[src/rtl/bpf_pkg.sv]
package bpf_pkg;

   localparam int CMD_W  = 2;
   localparam int BYTE_W = 8;
   localparam int CFG_W  = 9;
   localparam int STS_W  = 2;

   localparam logic [CMD_W-1:0] CMD_WRITE = 2'd0;
   localparam logic [CMD_W-1:0] CMD_END   = 2'd1;
   localparam logic [CMD_W-1:0] CMD_READ  = 2'd2;

   localparam logic [STS_W-1:0] STS_OK       = 2'd0;
   localparam logic [STS_W-1:0] STS_NO_EMPTY = 2'd1;
   localparam logic [STS_W-1:0] STS_NO_FULL  = 2'd2;
   localparam logic [STS_W-1:0] STS_END      = 2'd3;

   localparam logic [CFG_W-1:0] UNIT_BYTES_RESET = 9'd256;

   typedef enum logic [1:0] {
      ST_IDLE,
      ST_EXEC,
      ST_FINISH
   } state_type;

   typedef struct packed {
      logic push;
      logic pop;
   } queue_ctl_type;

endpackage

[src/rtl/bpf_queue.sv]
module bpf_queue import bpf_pkg::*; #(
   parameter int DEPTH    = 8,
   parameter int WIDTH    = 3,
   parameter bit INIT_SEQ = 1'b0
) (
   input  logic             clock,
   input  logic             reset,
   input  queue_ctl_type    ctl,
   input  logic [WIDTH-1:0] push_data,
   output logic [WIDTH-1:0] head_data,
   output logic             is_empty
);

   localparam int PTRW = $clog2(DEPTH);
   localparam int CNTW = $clog2(DEPTH + 1);

   logic [WIDTH-1:0] mem [DEPTH];
   logic [WIDTH-1:0] rd_ff;
   logic [PTRW-1:0]  head_ff, head_in, tail_ff, tail_in;
   logic [CNTW-1:0]  count_ff, count_in;
   logic             do_push, do_pop;

   function automatic logic [PTRW-1:0] next_ptr(input logic [PTRW-1:0] p);
      if (p == PTRW'(DEPTH - 1)) begin
         return '0;
      end
      return p + PTRW'(1);
   endfunction

   // A push into a full queue and a pop from an empty one are ignored.
   assign do_push  = ctl.push && (count_ff != CNTW'(DEPTH));
   assign do_pop   = ctl.pop && (count_ff != '0);
   assign is_empty = (count_ff == '0);

   always_comb begin
      head_in  = do_pop ? next_ptr(head_ff) : head_ff;
      tail_in  = do_push ? next_ptr(tail_ff) : tail_ff;
      count_in = count_ff;
      if (do_push && !do_pop) begin
         count_in = count_ff + CNTW'(1);
      end else if (do_pop && !do_push) begin
         count_in = count_ff - CNTW'(1);
      end
   end

   always_ff @(posedge clock) begin
      if (reset) begin
         head_ff  <= '0;
         tail_ff  <= '0;
         count_ff <= INIT_SEQ ? CNTW'(DEPTH) : '0;
      end else begin
         head_ff  <= head_in;
         tail_ff  <= tail_in;
         count_ff <= count_in;
      end
   end

   always_ff @(posedge clock) begin
      if (do_push) begin
         mem[tail_ff] <= push_data;
      end
      rd_ff <= mem[head_ff];
   end

   generate
      if (INIT_SEQ) begin : g_init
         // An entry never written holds its own index after reset.
         logic [DEPTH-1:0] seen_ff;
         logic             seen_q_ff;

         always_ff @(posedge clock) begin
            if (reset) begin
               seen_ff <= '0;
            end else if (do_push) begin
               seen_ff[tail_ff] <= 1'b1;
            end
         end

         always_ff @(posedge clock) begin
            seen_q_ff <= seen_ff[head_ff];
         end

         assign head_data = seen_q_ff ? rd_ff : WIDTH'(head_ff);
      end else begin : g_plain
         assign head_data = rd_ff;
      end
   endgenerate

endmodule

[config.mk]
export PLATFORM = sky130hd
export DESIGN_NAME = bpf_queue
export DESIGN_NICKNAME = d
export VERILOG_FILES = /design/src/rtl/bpf_pkg.sv /design/src/rtl/bpf_queue.sv
export SDC_FILE = /design/constraint.sdc
export NUM_CORES = 1
export LEC_CHECK = 0
export BUFFER_PORTS_ARGS = -buffer_cell sky130_fd_sc_hd__buf_2
export CAP_MARGIN = 20
export CORE_MARGIN = 1
export CORE_UTILIZATION = 40
export DETAILED_ROUTE_END_ITERATION = 10
export GPL_TIMING_DRIVEN = 0
export MAX_ROUTING_LAYER = met4
export SLEW_MARGIN = 40
export SYNTH_ARGS = -nofsm -noshare
export SYNTH_HDL_FRONTEND = slang
export SYNTH_SLANG_ARGS = --single-unit
[constraint.sdc]
create_clock -name clock -period 3.56 [get_ports clock]
set_clock_uncertainty 0.05 [all_clocks]
set_input_delay 1.068 -clock clock [delete_from_list [all_inputs] [get_ports clock]]
set_output_delay 1.068 -clock clock [all_outputs]
set_load 0.02 [all_outputs]
==> qor.csv <==
stage;metric;value;unit
run_status;outcome;complete, no violations;
logic_synthesis;syn_avg_cell_area;14.5;sq um
placement;portBuffers;10;
sta;fin_crit;2930;ps
clock_network;root_buffer;clkbuf_8;
global_routing;grt_pass1_wl;4260;um
worst_setup_path;endpoint_kind;flip-flop;
flow_run;maxCapViolations;0;
sta;slew_violations;0;
power;ir_worst_vdd;0.328;mV
sta;relSlewSlack;62.2;%
logic_synthesis;synth_nets;124;
clock_network;clock_path_buffers;2;
drt;via_per_inst;5.02;
die;die_area;4220;sq um
sta;setup_viol;0;
hold_path;hold_class;flip-flop to flip-flop;
die;die_h;64.9;um
clock_network;cts_hold_buf;0;
layout;fin_area;1780;sq um
die;rows;22;
logic_synthesis;synth-main-ff-cell;edfxtp_1;
clock_network;post-cts-setup-buffer-count;0;
worst_setup_path;startpoint;count_ff[3]$_SDFFE_PP0P_;
power;power_density;665;nW/um^2
global_routing;antenna_found_initial;0;
logic_synthesis;yosysWarnings;0;
sta;worstMarginPinSlew;566;ps
logic_synthesis;async_flop_share;0;%
layout;fill_cells;330;
die;ios;11;
global_routing;gr-total-overflow;0;
layout;post-route-util;47.9;%
sta;max_freq;0.341;GHz
clock_network;cts_tree;built;
drt;vias;878;
worst_setup_path;reg2reg_from;count_ff[3]$_SDFFE_PP0P_;
die;die_x;64.9;um
logic_synthesis;yosysUniqueCellTypes;26;
logic_synthesis;ys_ff_latch;37;
logic_synthesis;yosys.area.top_type_share;45.5;%
logic_synthesis;synth_area_leaders;edfxtp_1, dfxtp_1, mux4_2;
logic_synthesis;ys_seq_area_share;61.9;%
layout;nNetsFinal;141;
clock_network;clock_latency;280;ps
layout;area_growth;12.4;%
layout;n_antenna_cell;0;
global_routing;grt_start_max_net_pins;12;
placement;gp_congestion;0.734;
worst_setup_path;cp.arrival;3050;ps
layout;multi_input_area;582;sq um
logic_synthesis;synth_area_leader_cell;edfxtp_1;
worst_setup_path;start_kind;flip-flop;
drt;ant_nets;0;
die;core_region_area;3720;sq um
drt;avgRoutedWirePerCell;14.2;um
worst_setup_path;crit_required;3680;ps
clock_network;cts_resized;0;
power;p_leak;0.638;nW
clock_network;clock-sinks;37;
logic_synthesis;synthCells;109;
clock_network;cts.clk_slew.worst_paths;70;ps
drt;wl;2490;um
sta;fin_crit_sh;82.4;%
layout;drive_above_1_share;25.2;%
power;p_total;1.18;mW
placement;dpl_cell_area;1690;sq um
placement;dp_hpwl;1840;um
sta;rsz0062_at_grt;no;
logic_synthesis;syn_area;1580;sq um
drt;first_pass_iters;4;
hold_path;min_from;tail_ff[1]$_SDFFE_PP0P_;
global_routing;track_usage;14.8;%
worst_setup_path;critical_path.max_fanout;9;
drt;drtIter0Drc;35;
global_routing;grt_pass1_vias;896;
drt;drc;0;
clock_network;cts_buffers;5;
logic_synthesis;synth-edff-count;24;
sta;final.setup.tns;0;ps
worst_setup_path;crit_type;flip-flop to flip-flop;
layout;register_area;981;sq um
clock_network;htreeDepth;2;
sta;hold_violations;0;
die;start_util;42.6;%
cell families (layout without fill, tap and decap cells):
| kind of cell | Yosys count | in the layout | share of synthesized area (%) |
|---|---|---|---|
| AOI/OAI and AO/OA | 11 | 11 | 6.56 |
| xor gates and xnor gates | 2 | 2 | 1.11 |
| adders and majority gates | 8 | 8 | 6.79 |
| buffers and inverters | 7 | 25 | 1.74 |
| DFF | 37 | 37 | 61.9 |
| muxes | 12 | 12 | 12.6 |
| and+or+nand+nor | 32 | 32 | 9.24 |
power by group:
group | switching [mW] | internal, mW | total, mW
clock network | 0.133 | 0.136 | 0.269
logic | 0.181 | 0.166 | 0.347
registers | 0.0556 | 0.513 | 0.569
total | 0.370 | 0.815 | 1.18
synth_stat cells, types with 2 or more instances:
library cell and number:
mux2i_1 2, nand2_1 6, mux2_2 4, nand2b_1 2, nor4_1 2, a21oi_1 7, mux4_2 6, nor2_1 13
inv_2 2, ha_1 7, dfxtp_1 13, o41ai_4 2, edfxtp_1 24, nor3_1 5, clkbuf_1 3
flip-flops by register name (all words and copies together) (netlist names):
register and cells:
count_ff 4, head_data 3, head_ff 3, mem 24, tail_ff 3
stage by stage:
stage	setup slack, ps	instances	hold slack [ps]
after floorplan	800	109	448
after global placement	512	167	478
after detailed placement	443	167	492
after CTS	643	175	501
after global routing	403	175	547
final	628	175	514
placed cells by master, fill, tap and decap left out, types with 2 or more instances in the layout:
master / synthesis / layout
edfxtp_1: 24 / 24
nor2_1: 13 / 13
dfxtp_1: 13 / 13
buf_2: 1 / 11
a21oi_1: 7 / 7
ha_1: 7 / 7
mux4_2: 6 / 6
nand2_1: 6 / 6
clkbuf_1: 3 / 5
nor3_1: 5 / 5
clkbuf_8: 0 / 5
mux2_2: 4 / 4
inv_2: 2 / 2
o41ai_4: 2 / 2
nand2b_1: 2 / 2
mux2i_1: 2 / 2
worst max-delay path: stages, from the launching register on:
cell and delay, ps:
dfxtp_1 430, inv_2 80, o41ai_4 610, inv_2 130, ha_1 240, inv_1 130, ha_1 280, a21oi_1 210
a211oi_1 100, a31oi_1 210, mux2_2 360
cell type report:
type,instances,area share (%)
sequential,37,55.1
multi-input combinational,65,32.7
clock buffer,7,4.29
tap,48,3.37
timing repair buffer,10,2.81
buffer,4,0.914
inverter,3,0.632
clock inverter,1,0.211
final timing paths:
| path | end | slack [ps] | depth (start not counted) |
|---|---|---|---|
| max | count_ff[3]$_SDFFE_PP0P_ | 630 | 10 |
| min | tail_ff[1]$_SDFFE_PP0P_ | 510 | 2 |
| max reg2reg | count_ff[3]$_SDFFE_PP0P_ | 630 | 10 |
| min reg2reg | tail_ff[1]$_SDFFE_PP0P_ | 510 | 2 |
routing by layer:
layer / track usage (%) / vias to the layer above / part of all wire (%)
met2: 23.7 / 9 / 49
met1: 16.6 / 420 / 45
met4: 6.67 / 0 / 2.0
met5: - / - / 0
li1: - / 443 / -
met3: 5.28 / 6 / 3.1
(Power assumes the default switching activity.)
