## src/rtl/bpf_pkg.sv

```systemverilog
package bpf_pkg;

   localparam int CMD_W  = 2;
   localparam int BYTE_W = 8;
   localparam int CFG_W  = 9;
   localparam int STS_W  = 2;

   localparam logic [CMD_W-1:0] CMD_WRITE = 2'd0;
   localparam logic [CMD_W-1:0] CMD_END   = 2'd1;
   localparam logic [CMD_W-1:0] CMD_READ  = 2'd2;

   localparam logic [STS_W-1:0] STS_OK       = 2'd0;
   localparam logic [STS_W-1:0] STS_NO_EMPTY = 2'd1;
   localparam logic [STS_W-1:0] STS_NO_FULL  = 2'd2;
   localparam logic [STS_W-1:0] STS_END      = 2'd3;

   localparam logic [CFG_W-1:0] UNIT_BYTES_RESET = 9'd256;

   typedef enum logic [1:0] {
      ST_IDLE,
      ST_EXEC,
      ST_FINISH
   } state_type;

   typedef struct packed {
      logic push;
      logic pop;
   } queue_ctl_type;

endpackage

```

## src/rtl/bpf_ctrl.sv

```systemverilog
module bpf_ctrl import bpf_pkg::*; #(
   parameter int UNITS          = 8,
   parameter int UNIT_MAX_BYTES = 256,
   localparam int UNITW = $clog2(UNITS),
   localparam int LENW  = $clog2(UNIT_MAX_BYTES + 1),
   localparam int FULLW = UNITW + LENW + 1,
   localparam int ADDRW = $clog2(UNITS * UNIT_MAX_BYTES)
) (
   input  logic              clock,
   input  logic              reset,
   input  logic              start,
   input  logic [CMD_W-1:0]  req_command,
   input  logic [BYTE_W-1:0] req_data_in,
   output logic              busy,
   output logic              rsp_valid,
   output logic [BYTE_W-1:0] rsp_read_data,
   output logic              rsp_read_valid,
   output logic [STS_W-1:0]  rsp_status,
   input  logic              csr_we,
   input  logic [CFG_W-1:0]  csr_wdata,
   output queue_ctl_type     eq_ctl,
   output logic [UNITW-1:0]  eq_push_unit,
   input  logic [UNITW-1:0]  eq_head_unit,
   input  logic              eq_empty,
   output queue_ctl_type     fq_ctl,
   output logic [FULLW-1:0]  fq_push_entry,
   input  logic [FULLW-1:0]  fq_head_entry,
   input  logic              fq_empty,
   output logic              st_we,
   output logic [ADDRW-1:0]  st_waddr,
   output logic [BYTE_W-1:0] st_wdata,
   output logic [ADDRW-1:0]  st_raddr,
   input  logic [BYTE_W-1:0] st_rdata
);

   localparam int OFFW = (UNIT_MAX_BYTES > 1) ? $clog2(UNIT_MAX_BYTES) : 1;
   localparam logic [ADDRW-1:0] ADDR_STRIDE = ADDRW'(UNIT_MAX_BYTES);

   state_type state_ff, state_in;

   logic [CMD_W-1:0]  cmd_ff, cmd_in;
   logic [BYTE_W-1:0] data_ff, data_in;
   logic [CFG_W-1:0]  ub_ff;

   logic              wv_ff, wv_in;
   logic [UNITW-1:0]  wunit_ff, wunit_in;
   logic [LENW-1:0]   wfill_ff, wfill_in;

   logic              rv_ff, rv_in;
   logic [UNITW-1:0]  runit_ff, runit_in;
   logic [LENW-1:0]   rlen_ff, rlen_in;
   logic              rend_ff, rend_in;
   logic [LENW-1:0]   roff_ff, roff_in;

   logic              pend_full_ff, pend_full_in;
   logic [FULLW-1:0]  pend_fentry_ff, pend_fentry_in;
   logic              pend_empty_ff, pend_empty_in;
   logic [UNITW-1:0]  pend_eunit_ff, pend_eunit_in;

   logic [STS_W-1:0]  sts_ff, sts_in;
   logic              rdv_ff, rdv_in;

   logic              rsp_valid_ff, rsp_valid_in;
   logic [BYTE_W-1:0] rsp_rdata_ff, rsp_rdata_in;
   logic              rsp_rvalid_ff, rsp_rvalid_in;
   logic [STS_W-1:0]  rsp_status_ff, rsp_status_in;

   logic [LENW-1:0]   size;
   logic              w_pre, w_hold, w_acq, w_ok;
   logic [UNITW-1:0]  cur_wunit;
   logic [LENW-1:0]   cur_wfill, next_wfill;
   logic              r_pre, r_hold, r_acq, r_ok;
   logic [UNITW-1:0]  fq_unit, cur_runit;
   logic [LENW-1:0]   fq_len, cur_rlen, cur_roff, next_roff;
   logic              fq_end, cur_rend;

   function automatic logic [ADDRW-1:0] store_addr(input logic [UNITW-1:0] u,
                                                   input logic [OFFW-1:0]  o);
      return ADDRW'(u) * ADDR_STRIDE + ADDRW'(o);
   endfunction

   // Effective unit size: zero counts as one, oversize is clamped.
   always_comb begin
      if (ub_ff == '0) begin
         size = LENW'(1);
      end else if (32'(ub_ff) > UNIT_MAX_BYTES) begin
         size = LENW'(UNIT_MAX_BYTES);
      end else begin
         size = LENW'(ub_ff);
      end
   end

   // Writer side: retire a unit left full by a lowered size, then take a fresh one.
   assign w_pre      = wv_ff && (wfill_ff >= size);
   assign w_hold     = wv_ff && !w_pre;
   assign w_acq      = !w_hold && !eq_empty;
   assign w_ok       = w_hold || w_acq;
   assign cur_wunit  = w_acq ? eq_head_unit : wunit_ff;
   assign cur_wfill  = w_acq ? '0 : wfill_ff;
   assign next_wfill = cur_wfill + LENW'(1);

   // Reader side: recycle a drained unit, then pull the next full one.
   assign fq_unit   = fq_head_entry[FULLW-1 -: UNITW];
   assign fq_len    = fq_head_entry[LENW:1];
   assign fq_end    = fq_head_entry[0];
   assign r_pre     = rv_ff && (roff_ff >= rlen_ff) && !rend_ff;
   assign r_hold    = rv_ff && !r_pre;
   assign r_acq     = !r_hold && !fq_empty;
   assign r_ok      = r_hold || r_acq;
   assign cur_runit = r_acq ? fq_unit : runit_ff;
   assign cur_rlen  = r_acq ? fq_len : rlen_ff;
   assign cur_rend  = r_acq ? fq_end : rend_ff;
   assign cur_roff  = r_acq ? '0 : roff_ff;
   assign next_roff = cur_roff + LENW'(1);

   assign st_waddr = store_addr(cur_wunit, cur_wfill[OFFW-1:0]);
   assign st_wdata = data_ff;
   assign st_raddr = store_addr(cur_runit, cur_roff[OFFW-1:0]);

   always_comb begin : next_state
      state_in = state_ff;
      case (state_ff)
         ST_IDLE: begin
            if (start) begin
               state_in = ST_EXEC;
            end
         end
         ST_EXEC:   state_in = ST_FINISH;
         ST_FINISH: state_in = ST_IDLE;
         default:   state_in = ST_IDLE;
      endcase
   end

   always_comb begin : outputs
      busy           = (state_ff != ST_IDLE);
      cmd_in         = cmd_ff;
      data_in        = data_ff;
      eq_ctl         = '0;
      fq_ctl         = '0;
      eq_push_unit   = runit_ff;
      fq_push_entry  = {wunit_ff, wfill_ff, 1'b0};
      st_we          = 1'b0;
      wv_in          = wv_ff;
      wunit_in       = wunit_ff;
      wfill_in       = wfill_ff;
      rv_in          = rv_ff;
      runit_in       = runit_ff;
      rlen_in        = rlen_ff;
      rend_in        = rend_ff;
      roff_in        = roff_ff;
      pend_full_in   = 1'b0;
      pend_fentry_in = pend_fentry_ff;
      pend_empty_in  = 1'b0;
      pend_eunit_in  = pend_eunit_ff;
      sts_in         = sts_ff;
      rdv_in         = rdv_ff;
      rsp_valid_in   = 1'b0;
      rsp_rdata_in   = rsp_rdata_ff;
      rsp_rvalid_in  = rsp_rvalid_ff;
      rsp_status_in  = rsp_status_ff;

      case (state_ff)
         ST_IDLE: begin
            if (start) begin
               cmd_in  = req_command;
               data_in = req_data_in;
            end
         end

         ST_EXEC: begin
            sts_in = STS_OK;
            rdv_in = 1'b0;
            case (cmd_ff)
               CMD_WRITE, CMD_END: begin
                  fq_ctl.push = w_pre;
                  eq_ctl.pop  = w_acq;
                  if (!w_ok) begin
                     sts_in = STS_NO_EMPTY;
                     wv_in  = 1'b0;
                  end else if (cmd_ff == CMD_WRITE) begin
                     st_we          = 1'b1;
                     wunit_in       = cur_wunit;
                     wfill_in       = next_wfill;
                     wv_in          = (next_wfill < size);
                     pend_full_in   = (next_wfill >= size);
                     pend_fentry_in = {cur_wunit, next_wfill, 1'b0};
                  end else begin
                     wunit_in       = cur_wunit;
                     wfill_in       = '0;
                     wv_in          = 1'b0;
                     pend_full_in   = 1'b1;
                     pend_fentry_in = {cur_wunit, cur_wfill, 1'b1};
                  end
               end

               CMD_READ: begin
                  eq_ctl.push = r_pre;
                  fq_ctl.pop  = r_acq;
                  if (!r_ok) begin
                     sts_in = STS_NO_FULL;
                     rv_in  = 1'b0;
                  end else if (cur_roff < cur_rlen) begin
                     rdv_in        = 1'b1;
                     runit_in      = cur_runit;
                     rlen_in       = cur_rlen;
                     rend_in       = cur_rend;
                     roff_in       = next_roff;
                     pend_empty_in = (next_roff >= cur_rlen) && !cur_rend;
                     pend_eunit_in = cur_runit;
                     rv_in         = !((next_roff >= cur_rlen) && !cur_rend);
                  end else begin
                     sts_in        = STS_END;
                     runit_in      = cur_runit;
                     rlen_in       = '0;
                     rend_in       = 1'b0;
                     roff_in       = '0;
                     rv_in         = 1'b0;
                     pend_empty_in = 1'b1;
                     pend_eunit_in = cur_runit;
                  end
               end

               default: begin
               end
            endcase
         end

         ST_FINISH: begin
            // Second queue write of the request, deferred from the step above.
            fq_ctl.push   = pend_full_ff;
            fq_push_entry = pend_fentry_ff;
            eq_ctl.push   = pend_empty_ff;
            eq_push_unit  = pend_eunit_ff;
            rsp_valid_in  = 1'b1;
            rsp_rdata_in  = rdv_ff ? st_rdata : '0;
            rsp_rvalid_in = rdv_ff;
            rsp_status_in = sts_ff;
         end

         default: begin
         end
      endcase
   end

   always_ff @(posedge clock) begin
      if (reset) begin
         state_ff      <= ST_IDLE;
         ub_ff         <= UNIT_BYTES_RESET;
         wv_ff         <= 1'b0;
         rv_ff         <= 1'b0;
         pend_full_ff  <= 1'b0;
         pend_empty_ff <= 1'b0;
         rsp_valid_ff  <= 1'b0;
      end else begin
         state_ff      <= state_in;
         if (csr_we) begin
            ub_ff <= csr_wdata;
         end
         wv_ff         <= wv_in;
         rv_ff         <= rv_in;
         pend_full_ff  <= pend_full_in;
         pend_empty_ff <= pend_empty_in;
         rsp_valid_ff  <= rsp_valid_in;
      end
   end

   always_ff @(posedge clock) begin
      cmd_ff         <= cmd_in;
      data_ff        <= data_in;
      wunit_ff       <= wunit_in;
      wfill_ff       <= wfill_in;
      runit_ff       <= runit_in;
      rlen_ff        <= rlen_in;
      rend_ff        <= rend_in;
      roff_ff        <= roff_in;
      pend_fentry_ff <= pend_fentry_in;
      pend_eunit_ff  <= pend_eunit_in;
      sts_ff         <= sts_in;
      rdv_ff         <= rdv_in;
      rsp_rdata_ff   <= rsp_rdata_in;
      rsp_rvalid_ff  <= rsp_rvalid_in;
      rsp_status_ff  <= rsp_status_in;
   end

   assign rsp_valid      = rsp_valid_ff;
   assign rsp_read_data  = rsp_rdata_ff;
   assign rsp_read_valid = rsp_rvalid_ff;
   assign rsp_status     = rsp_status_ff;

endmodule

```

## config.mk

```make
export PLATFORM = sky130hd
export DESIGN_NAME = bpf_ctrl
export DESIGN_NICKNAME = d
export VERILOG_FILES = /design/src/rtl/bpf_pkg.sv /design/src/rtl/bpf_ctrl.sv
export SDC_FILE = /design/constraint.sdc
export NUM_CORES = 1
export LEC_CHECK = 0
export ABC_AREA = 1
export BUFFER_PORTS_ARGS = -buffer_cell sky130_fd_sc_hd__buf_2
export CORE_ASPECT_RATIO = 0.5
export CORE_MARGIN = 2
export CORE_UTILIZATION = 59
export DETAILED_ROUTE_END_ITERATION = 16
export PLACE_DENSITY_LB_ADDON = 0.25
export SETUP_SLACK_MARGIN = 0.2
export SLEW_MARGIN = 20
export SYNTH_ARGS = -nofsm -noshare
export SYNTH_HDL_FRONTEND = slang
export SYNTH_SLANG_ARGS = --single-unit
export TNS_END_PERCENT = 30
```

## constraint.sdc

```tcl
create_clock -name clock -period 10.5 [get_ports clock]
set_input_delay 0 -clock clock [delete_from_list [all_inputs] [get_ports clock]]
set_output_delay 0 -clock clock [all_outputs]
set_load 0.02 [all_outputs]
```

==> reports/metrics.cfg, run 1 <==
[clocking]
clk_pin_slew_ns = 0.06
clk_latency_ns = 0.34
post_cts_buffers = 0
htreeDepth = 3
clock_path_buffers = 2
cts_tree = done
cts_num_sinks = 84
cts_buffers = 9
cts-root-buf = clkbuf_16

[floorplan]
die_w_um = 136
die-area_mm2 = 0.00958
die_h_um = 70.2
core-area_mm2 = 0.00862
start_util_pct = 60.0
io_pins = 113
rows = 24

[sta]
hold_viol_final = 0
tns_ns = 0
fmax_mhz = 242
rsz0062_at_grt = false
relSlewSlack_pct = 36.7
drv_slew = 0
finalSetupViolations = 0
fin_crit_sh_pct = 39.4
tightest_slew_ns = 0.948
finalCriticalPeriod_ns = 4.14
skew_ns = 0.00568

[synthesis]
synth_top_area_cell = edfxtp_1
netlist_area_mm2 = 0.00517
synthesis.nets = 711
postSynthAreaPerCell_um2 = 8.45
yosysSeqAreaShare_pct = 45.7
ys.warnings.count = 0
synth_edf_count = 68
netlist_instances = 612
ys_top_cells_by_area = edfxtp_1 (39%), ha_1 (12%), nand2_1 (11%), inv_1 (7.2%), dfxtp_1 (6.2%)
synth-main-ff-cell = edfxtp_1
synth_top_area_share_pct = 39.5
synth-seq-cells = 84
synth-async-reset-ratio_pct = 0
synthDistinctLibCells = 46

[place]
gp_congestion = 0.830
dp_hpwl_um = 8430
io_buffers = 112

[pwr]
netSwitchingPower_uw = 265
p_int_uw = 687
power_frac_clock_pct = 37.9
power_density_mw_per_mm2 = 146
peakVddDrop_uv = 84.1
leakage_uw = 0.00338
seqPwrFrac_pct = 42.0
p_sw_share_pct = 27.8
comb_power_share_pct = 20.2

[setup_path]
crit_chain = nor4_1 -> nand2_1 -> o21ai_0 -> nand2_1 -> ha_1 -> nand2_1 -> inv_1 -> nand2_1 -> nand2_1 -> a21oi_2 -> nand4_2 -> nand2_4 -> nand3_4 -> nor2_8 -> nand2_4 -> nand2_1 -> inv_1 -> ha_1 -> a21oi_1 -> nor2_1 -> a211oi_1 -> nand4_1 -> a41oi_1 -> nor3_1
cp_slowest_stage_delay_ns = 0.35
rr_startpoint = ub_ff[2]
rr_endpoint = pend_full_ff
cpMaxStageDelayCell = o21ai_0
worstPathArrival_ns = 4.36
ff2ff_path_depth = 24
cp_max_fo = 16
r2r_slack_ns = 6.36
cpMostUsedCell = nand2_1
endpoint_kind = flop
crit_required_ns = 10.73
worstSetupPathType = reg2reg
worst_setup_path_start_kind = flop
endpoint = pend_full_ff
cp-startpoint = ub_ff[2]

[detailed_routing]
wire_per_inst_um = 13.7
wirelength_um = 12000
drtIter0Drc = 238
num_vias = 4494
drc_errors = 0
detail_route.vias_per_cell = 5.10
antenna_left = 0
drtPass1Iterations = 5

[grt]
grt_use_total_pct = 26.9
grt_first_pass_wirelength_um = 20000
first_global_vias = 4361
grt_max_degree = 38
gr-total-overflow = 0
antenna_found_initial = 0

[final_layout]
drive_above_1_share_pct = 20.9
regArea_mm2 = 0.00236
area_delta_synth_final_pct = 26.2
fin_nets = 859
antenna_cells = 0
final_common_cell = nand2_1
fillerInstances = 634
multi_input_area_mm2 = 0.00234
final_cell_mix = nand2_1 (158), buf_2 (112), inv_1 (99)
final_util_pct = 75.7

[min_path]
min_path_type = in2reg

[flow_run]
drv_cap = 0

[outcome]
status = complete, no violations

## through the flow
step	std cells	setup slack, ns	total power (uW)	hold WS, ns	area, um2
3_3_place_gp	829	6.58	580	0.177	5820
6_report	882	6.36	952	0.0289	6530
5_1_grt	882	6.00	993	0.0447	6530
3_5_place_dp	829	6.49	584	0.178	5820
4_1_cts	882	6.38	957	0.0210	6530
2_1_floorplan	612	7.03	529	0.0724	5170
## what timing repair did
action,CTS,global route
endpoints found under the hold margin,38,0
resized for setup,0,0
hold buffers,37,0
## final cells by class
class,count,share of cell area (%)
tap,117,2.24
sequential,84,36.2
clock buffer,9,3.45
timing repair buffer,151,14.5
inverter,103,5.92
multi-input combinational,411,35.9
clock inverter,7,1.76
## sequential cells by signal, indices dropped and copies added (netlist names), 8 cells and up
register / flops
st_wdata: 8
rsp_read_data: 8
rlen_ff: 9
ub_ff: 9
wfill_ff: 9
roff_ff: 9
pend_fentry_ff: 10
## logic make-up (layout without fill, tap and decap cells)
logic type                 Yosys count  in the layout  synth area share, %
buffers and inverters              117            270                 9.00
DFF                                 84             84                 45.7
xor gates and xnor gates             2              2                0.339
AOI/OAI and AO/OA                   70             70                 7.57
muxes                                3              3                0.653
adders and majority gates           50             50                 12.1
and+or+nand+nor                    286            286                 24.7
## worst max-delay path: cells and delay by family, from the launching register on
family                     cells  cell delay [ns]
and+or+nand+nor               15             1.88
AOI/OAI and AO/OA              5             1.09
adders and majority gates      2             0.66
DFF                            1             0.32
buffers and inverters          2             0.09
## synthesized netlist by cell type (2+ instances only)
master,instances
a21oi_1,22
buf_2,3
clkbuf_1,8
dfxtp_1,16
edfxtp_1,68
ha_1,50
inv_1,99
inv_2,4
mux2_2,3
nand2_1,158
nand2_2,7
nand2_4,2
nand3_1,18
nand3_2,5
nand3_4,2
nand3b_1,4
nand4_1,4
nand4_2,2
nor2_1,69
nor2_2,2
nor3_1,5
o21a_1,3
o21ai_0,23
o21ai_1,10
o31ai_1,2
or2_0,2
xor2_1,2
## per-layer routing
metal / GRT usage (%) / share of wire [%] / vias to the layer above
li1: - / - / 2285
met1: 33.4 / 43 / 2073
met2: 47.2 / 50 / 112
met3: 5.30 / 4.8 / 24
met4: 9.38 / 1.9 / 0
met5: 0 / 0 / -
## power by group through the flow
stage          registers [uW]  logic [uW]  clock network, uW
3_3_place_gp              406         174                  0
4_1_cts                   399         190                367
3_5_place_dp              406         178                  0
5_1_grt                   402         214                377
6_report                  400         192                361
2_1_floorplan             414         115                  0
## how the worst min path moves through the flow
stage                           from     endpoint  slack [ns]  cells past startpoint
floorplan                      reset    rsp_valid        0.07                      1
detailed placement    req_data_in[2]  st_wdata[2]        0.18                      1
finish              fq_head_entry[1]   rlen_ff[0]        0.03                      3
global placement      req_data_in[5]  st_wdata[5]        0.18                      1
CTS                 fq_head_entry[1]   rlen_ff[0]        0.02                      3
global route        fq_head_entry[1]   rlen_ff[0]        0.04                      3
No activity file was read; power rests on OpenSTA's default activity.
==> run 2, diff against run 1 <==
CORE_UTILIZATION = 55   (was 59)
clock period = 4.2 ns   (was 10.5 ns; I/O delays follow)
==> run 2 against run 1 <==
  * Highest routed layer unchanged
  * Via count increased by 2.1%
  * Count of clock-buffer cells in the layout rose by 5
  * Sequential share of layout area down 1.2 points
  * Hold slack lost 0.0028 ns
  * First-iteration DRC count increased by 26%
  * Maximum frequency grew 2.5%
  * Global-route usage is 2.5 points lower
  * Wire length increased by 4.3%
  * Clock skew is 0.0018 ns higher
  * Flip-flop and latch count unchanged
  * Power increased by 140%
==> reports/metrics.cfg, run 2 (synthesis gave the netlist of run 1 again) <==
[outcome]
status = complete, no violations

[sta]
relSlewSlack_pct = 39.1
tightest_slew_ns = 0.913
finalSetupViolations = 0
rsz0062_at_grt = true
finalCriticalPeriod_ns = 4.03
fmax_mhz = 248
hold_viol_final = 0
fin_crit_sh_pct = 96.1
skew_ns = 0.00745
drv_slew = 0
finalWorstSetupSlack_ns = 0.165

[grt]
grt_first_pass_wirelength_um = 19600
grt_max_degree = 32
antenna_found_initial = 0
grt_use_total_pct = 24.5
gr-total-overflow = 0
first_global_vias = 4342

[detailed_routing]
antenna_left = 0
wire_per_inst_um = 14.0
drtIter0Drc = 301
detail_route.vias_per_cell = 5.10
num_vias = 4589
drtPass1Iterations = 6
wirelength_um = 12600
drc_errors = 0

[setup_path]
endpoint_kind = flop
cp_max_fo = 5
crit_chain = nor3_1 -> nand2_1 -> o21ai_4 -> nand2_2 -> ha_4 -> nand2_1 -> nand2_1 -> nand2_1 -> nand2_1 -> a21oi_2 -> nand4_4 -> nand2_8 -> nand3_4 -> nor2_8 -> nand2_4 -> nand2_1 -> inv_1 -> ha_4 -> a21oi_1 -> nor2_1 -> a211oi_1 -> nand4_1 -> a41oi_2 -> nor3_1
crit_required_ns = 4.43
worstSetupPathType = reg2reg
cpMostUsedCell = nand2_1
cpMaxStageDelayCell = dfxtp_1
worstPathArrival_ns = 4.26
cp_slowest_stage_delay_ns = 0.34
worst_setup_path_start_kind = flop

[floorplan]
core-area_mm2 = 0.00892
die_w_um = 141
io_pins = 113
die-area_mm2 = 0.0102
rows = 24
die_h_um = 72.6
start_util_pct = 58.0

[clocking]
cts_num_sinks = 84
clk_latency_ns = 0.34
cts_buffers = 9
htreeDepth = 3
clock_path_buffers = 2
cts-root-buf = clkbuf_16
clk_pin_slew_ns = 0.06
cts_tree = done

[final_layout]
drive_above_1_share_pct = 24.8
multi_input_area_mm2 = 0.00251
top_register = pend_fentry_ff
area_delta_synth_final_pct = 30.6
fillerInstances = 673
antenna_cells = 0
regArea_mm2 = 0.00236
final_common_cell = nand2_1
fin_nets = 876
design_area_mm2 = 0.00676
final_cell_mix = nand2_1 (153), buf_2 (112), inv_1 (97)
largest_reg_flops = 10

[place]
post-place-ws_ns = 0.153
gp_congestion = 0.913
io_buffers = 112
dp_hpwl_um = 8400
placed_area_mm2 = 0.00582

[pwr]
peakVddDrop_uv = 216
leakage_uw = 0.00345
power_density_mw_per_mm2 = 336

[min_path]
min_path_type = in2reg

[flow_run]
drv_cap = 0

-- run 2: changes by cell type in the layout (fill, tap and decap cells not counted), moves of 2 or more --
cell	change
ha_1	-6
bufinv_16	-2
nor2_1	-2
buf_4	+16
nand2_2	+3
o21ai_0	-2
nand3_1	-2
inv_1	-2
inv_2	+2
nand2_1	-5
nand2_4	+2
clkbuf_1	+5
ha_4	+5
-- run 2: stage by stage --
| stage | TNS (ns) | power, uW | std cells | util, % | hold WS (ns) |
|---|---|---|---|---|---|
| after detailed placement | 0 | 1460 | 830 | 65.3 | 0.179 |
| after floorplan | 0 | 1320 | 612 | - | 0.0724 |
| final | 0 | 2270 | 899 | 75.7 | 0.0261 |
| after CTS | 0 | 2250 | 883 | 72.6 | 0.0251 |
| after global routing | -0.0326 | 2370 | 899 | 75.7 | 0.0550 |
| after global placement | 0 | 1450 | 830 | 65.3 | 0.176 |
-- run 2: worst paths after layout --
check / to / depth (start not counted) / from / slack [ns]
setup / recovery: pend_full_ff / 24 / ub_ff[6] / 0.17
hold / removal: rlen_ff[0] / 3 / fq_head_entry[1] / 0.03
setup reg to reg: pend_full_ff / 24 / ub_ff[6] / 0.17
hold reg to reg: rsp_status[0] / 0 / sts_ff[0] / 0.42
-- run 2: timing repair --
action                                 in CTS  in global routing
hold buffers                               37                  0
gates resized for setup                     1                 29
setup buffers                               0                 15
cloned                                      0                  1
endpoints found under the hold margin      38                  0
setup endpoints to repair                   2                 26
pin swaps                                   0                 14
-- run 2: layout make-up --
type	instances	share of cell area (%)
clock buffers	14	3.61
clock inverters	2	0.519
inverters	103	5.72
multi-input cells	412	37.2
flip-flops and latches	84	35.0
well taps	117	2.17
repair buffers	167	15.8
-- run 2: power breakdown --
group / switching, uW / internal [uW]
Clock: 304 / 461
Sequential: 30.3 / 972
Combinational: 321 / 184
Total: 655 / 1620
-- run 2: critical path: cells and delay by family (launching register included) --
kind | cells | cell delay [ns]
buffers and inverters | 1 | 0.07
adder cells (fa/ha/maj) | 2 | 0.47
flip-flops | 1 | 0.34
AO/OA/AOI/OAI | 5 | 1.07
AND/OR/NAND/NOR | 16 | 1.95
-- run 2: layer usage --
| layer | routed length [um] | vias up | GRT usage [%] | part of all wire (%) |
|---|---|---|---|---|
| met4 | 264 | 0 | 8.56 | 2.1 |
| met2 | 6280 | 128 | 44.1 | 50 |
| met1 | 5390 | 2117 | 29.5 | 43 |
| met3 | 634 | 26 | 5.71 | 5.0 |
| met5 | 0 | - | 0 | 0 |
| li1 | - | 2318 | - | - |
==> run 3, diff against run 2 <==
PLACE_DENSITY_LB_ADDON = 0.15   (was 0.25)
==> run 3 against run 2 <==
  * Flip-flop and latch count did not move
  * Die area did not move
  * Power rose by 3.4%
  * Critical path depth rose by 1
  * Via count rose by 0.17%
  * Highest routed layer unchanged
==> reports/metrics.cfg, run 3 (synthesis gave the netlist of run 1 again) <==
[floorplan]
die_w_um = 141
start_util_pct = 58.0
io_pins = 113
die_h_um = 72.6
die-area_mm2 = 0.0102
rows = 24
core-area_mm2 = 0.00892

[detailed_routing]
drtPass1Iterations = 5
wire_per_inst_um = 14.5
drc_errors = 0
drtIter0Drc = 258
detail_route.vias_per_cell = 5.13
antenna_left = 0
wirelength_um = 13000
num_vias = 4597

[setup_path]
cp_slowest_stage_delay_ns = 0.36
cpMostUsedCell = nand2_1
cp_max_fo = 5
worst_setup_path_start_kind = flop
cp-startpoint = ub_ff[5]
rr_startpoint = ub_ff[5]
worstSetupPathType = reg2reg
endpoint_kind = flop
crit_required_ns = 4.42
cpMaxStageDelayCell = dfxtp_4
worstPathArrival_ns = 4.18

[grt]
grt_use_total_pct = 24.4
grt_util_met3_pct = 4.99
first_global_vias = 4312
use_met1_pct = 29.9
grt_use_met2_pct = 43.7
grt_max_degree = 27
grt_first_pass_wirelength_um = 19600
antenna_found_initial = 0
gr-total-overflow = 0
busiest_layer = met2

[final_layout]
multi_input_area_mm2 = 0.00255
fillerInstances = 654
area_delta_synth_final_pct = 31.6
regArea_mm2 = 0.00237
final_common_cell = nand2_1
antenna_cells = 0
final_cell_mix = nand2_1 (149), buf_2 (112), inv_1 (94)
top_register = pend_fentry_ff
largest_reg_flops = 10
design_area_mm2 = 0.00681
drive_above_1_share_pct = 26.3
fin_nets = 874

[min_path]
min_path_type = in2reg
hold_start = fq_head_entry[1]

[clocking]
cts_buffers = 9
clock_path_buffers = 2
cts_num_sinks = 84
clk_latency_ns = 0.34
htreeDepth = 3
clk_pin_slew_ns = 0.06
cts_tree = done
cts-root-buf = clkbuf_16

[outcome]
status = complete, no violations

[sta]
finalSetupViolations = 0
drv_slew = 0
relSlewSlack_pct = 43.6
hold_viol_final = 0
rsz0062_at_grt = true
fin_crit_sh_pct = 94.3
fmax_mhz = 252
finalCriticalPeriod_ns = 3.96
skew_ns = 0.00675
finalWorstSetupSlack_ns = 0.239
tightest_slew_ns = 0.845

[place]
gp_congestion = 0.928
dp_hpwl_um = 8630
placed_area_mm2 = 0.00585
io_buffers = 112
post-place-ws_ns = 0.230

[pwr]
peakVddDrop_uv = 221
leakage_uw = 0.00347
total_power_uw = 2350
power_density_mw_per_mm2 = 345

[flow_run]
drv_cap = 0

-- run 3: report_power, final --
group | leakage (uW) | internal, uW | total [uW] | switching, uW
logic | 0.00256 | 191 | 520 | 329
clock network | 0.000146 | 512 | 829 | 316
registers | 0.000762 | 971 | 1000 | 30.1
total | 0.00347 | 1670 | 2350 | 675
-- run 3: layout make-up --
| type | instances | area share [%] |
|---|---|---|
| clock inverter | 6 | 1.18 |
| clock buffer | 9 | 3.31 |
| tap | 117 | 2.15 |
| multi-input combinational | 412 | 37.4 |
| timing repair buffer | 165 | 15.5 |
| inverter | 103 | 5.68 |
| sequential | 84 | 34.8 |
-- run 3: worst paths after layout --
path                                 endpoint  slack, ns  cells past startpoint
worst max-delay path             pend_full_ff       0.24                     25
worst min-delay path               rlen_ff[0]       0.02                      3
worst max register to register   pend_full_ff       0.24                     25
worst min register to register  rsp_status[0]       0.42                      0
-- run 3: worst max-delay path, delay by kind of cell, from the launching register on --
family / cells / cell delay (ns)
buffers and inverters: 3 / 0.20
AO/OA/AOI/OAI: 5 / 0.96
flip-flops: 1 / 0.36
adder cells (fa/ha/maj): 2 / 0.62
AND/OR/NAND/NOR: 15 / 1.71
-- run 3: metrics by stage --
step | hold slack, ns | TNS (ns) | util (%) | std cells
6_report | 0.0236 | 0 | 76.3 | 896
5_1_grt | 0.0364 | -0.0105 | 76.3 | 896
4_1_cts | 0.0236 | 0 | 73.2 | 886
3_5_place_dp | 0.178 | 0 | 65.6 | 834
3_3_place_gp | 0.177 | 0 | 65.6 | 834
2_1_floorplan | 0.0724 | 0 | - | 612
-- run 3: routing by layer --
| metal | routed length [um] | vias to the layer above |
|---|---|---|
| li1 | - | 2317 |
| met1 | 5590 | 2113 |
| met2 | 6510 | 133 |
| met3 | 552 | 34 |
| met4 | 335 | 0 |
| met5 | 0 | - |
-- run 3: what timing repair did --
| action | in CTS | in global routing |
|---|---|---|
| setup buffers | 0 | 9 |
| gates resized for setup | 1 | 44 |
| hold buffers | 37 | 0 |
| endpoints found under the hold margin | 38 | 0 |
| cloned | 0 | 1 |
| endpoints found under the setup margin | 1 | 26 |
| pin swaps | 1 | 21 |
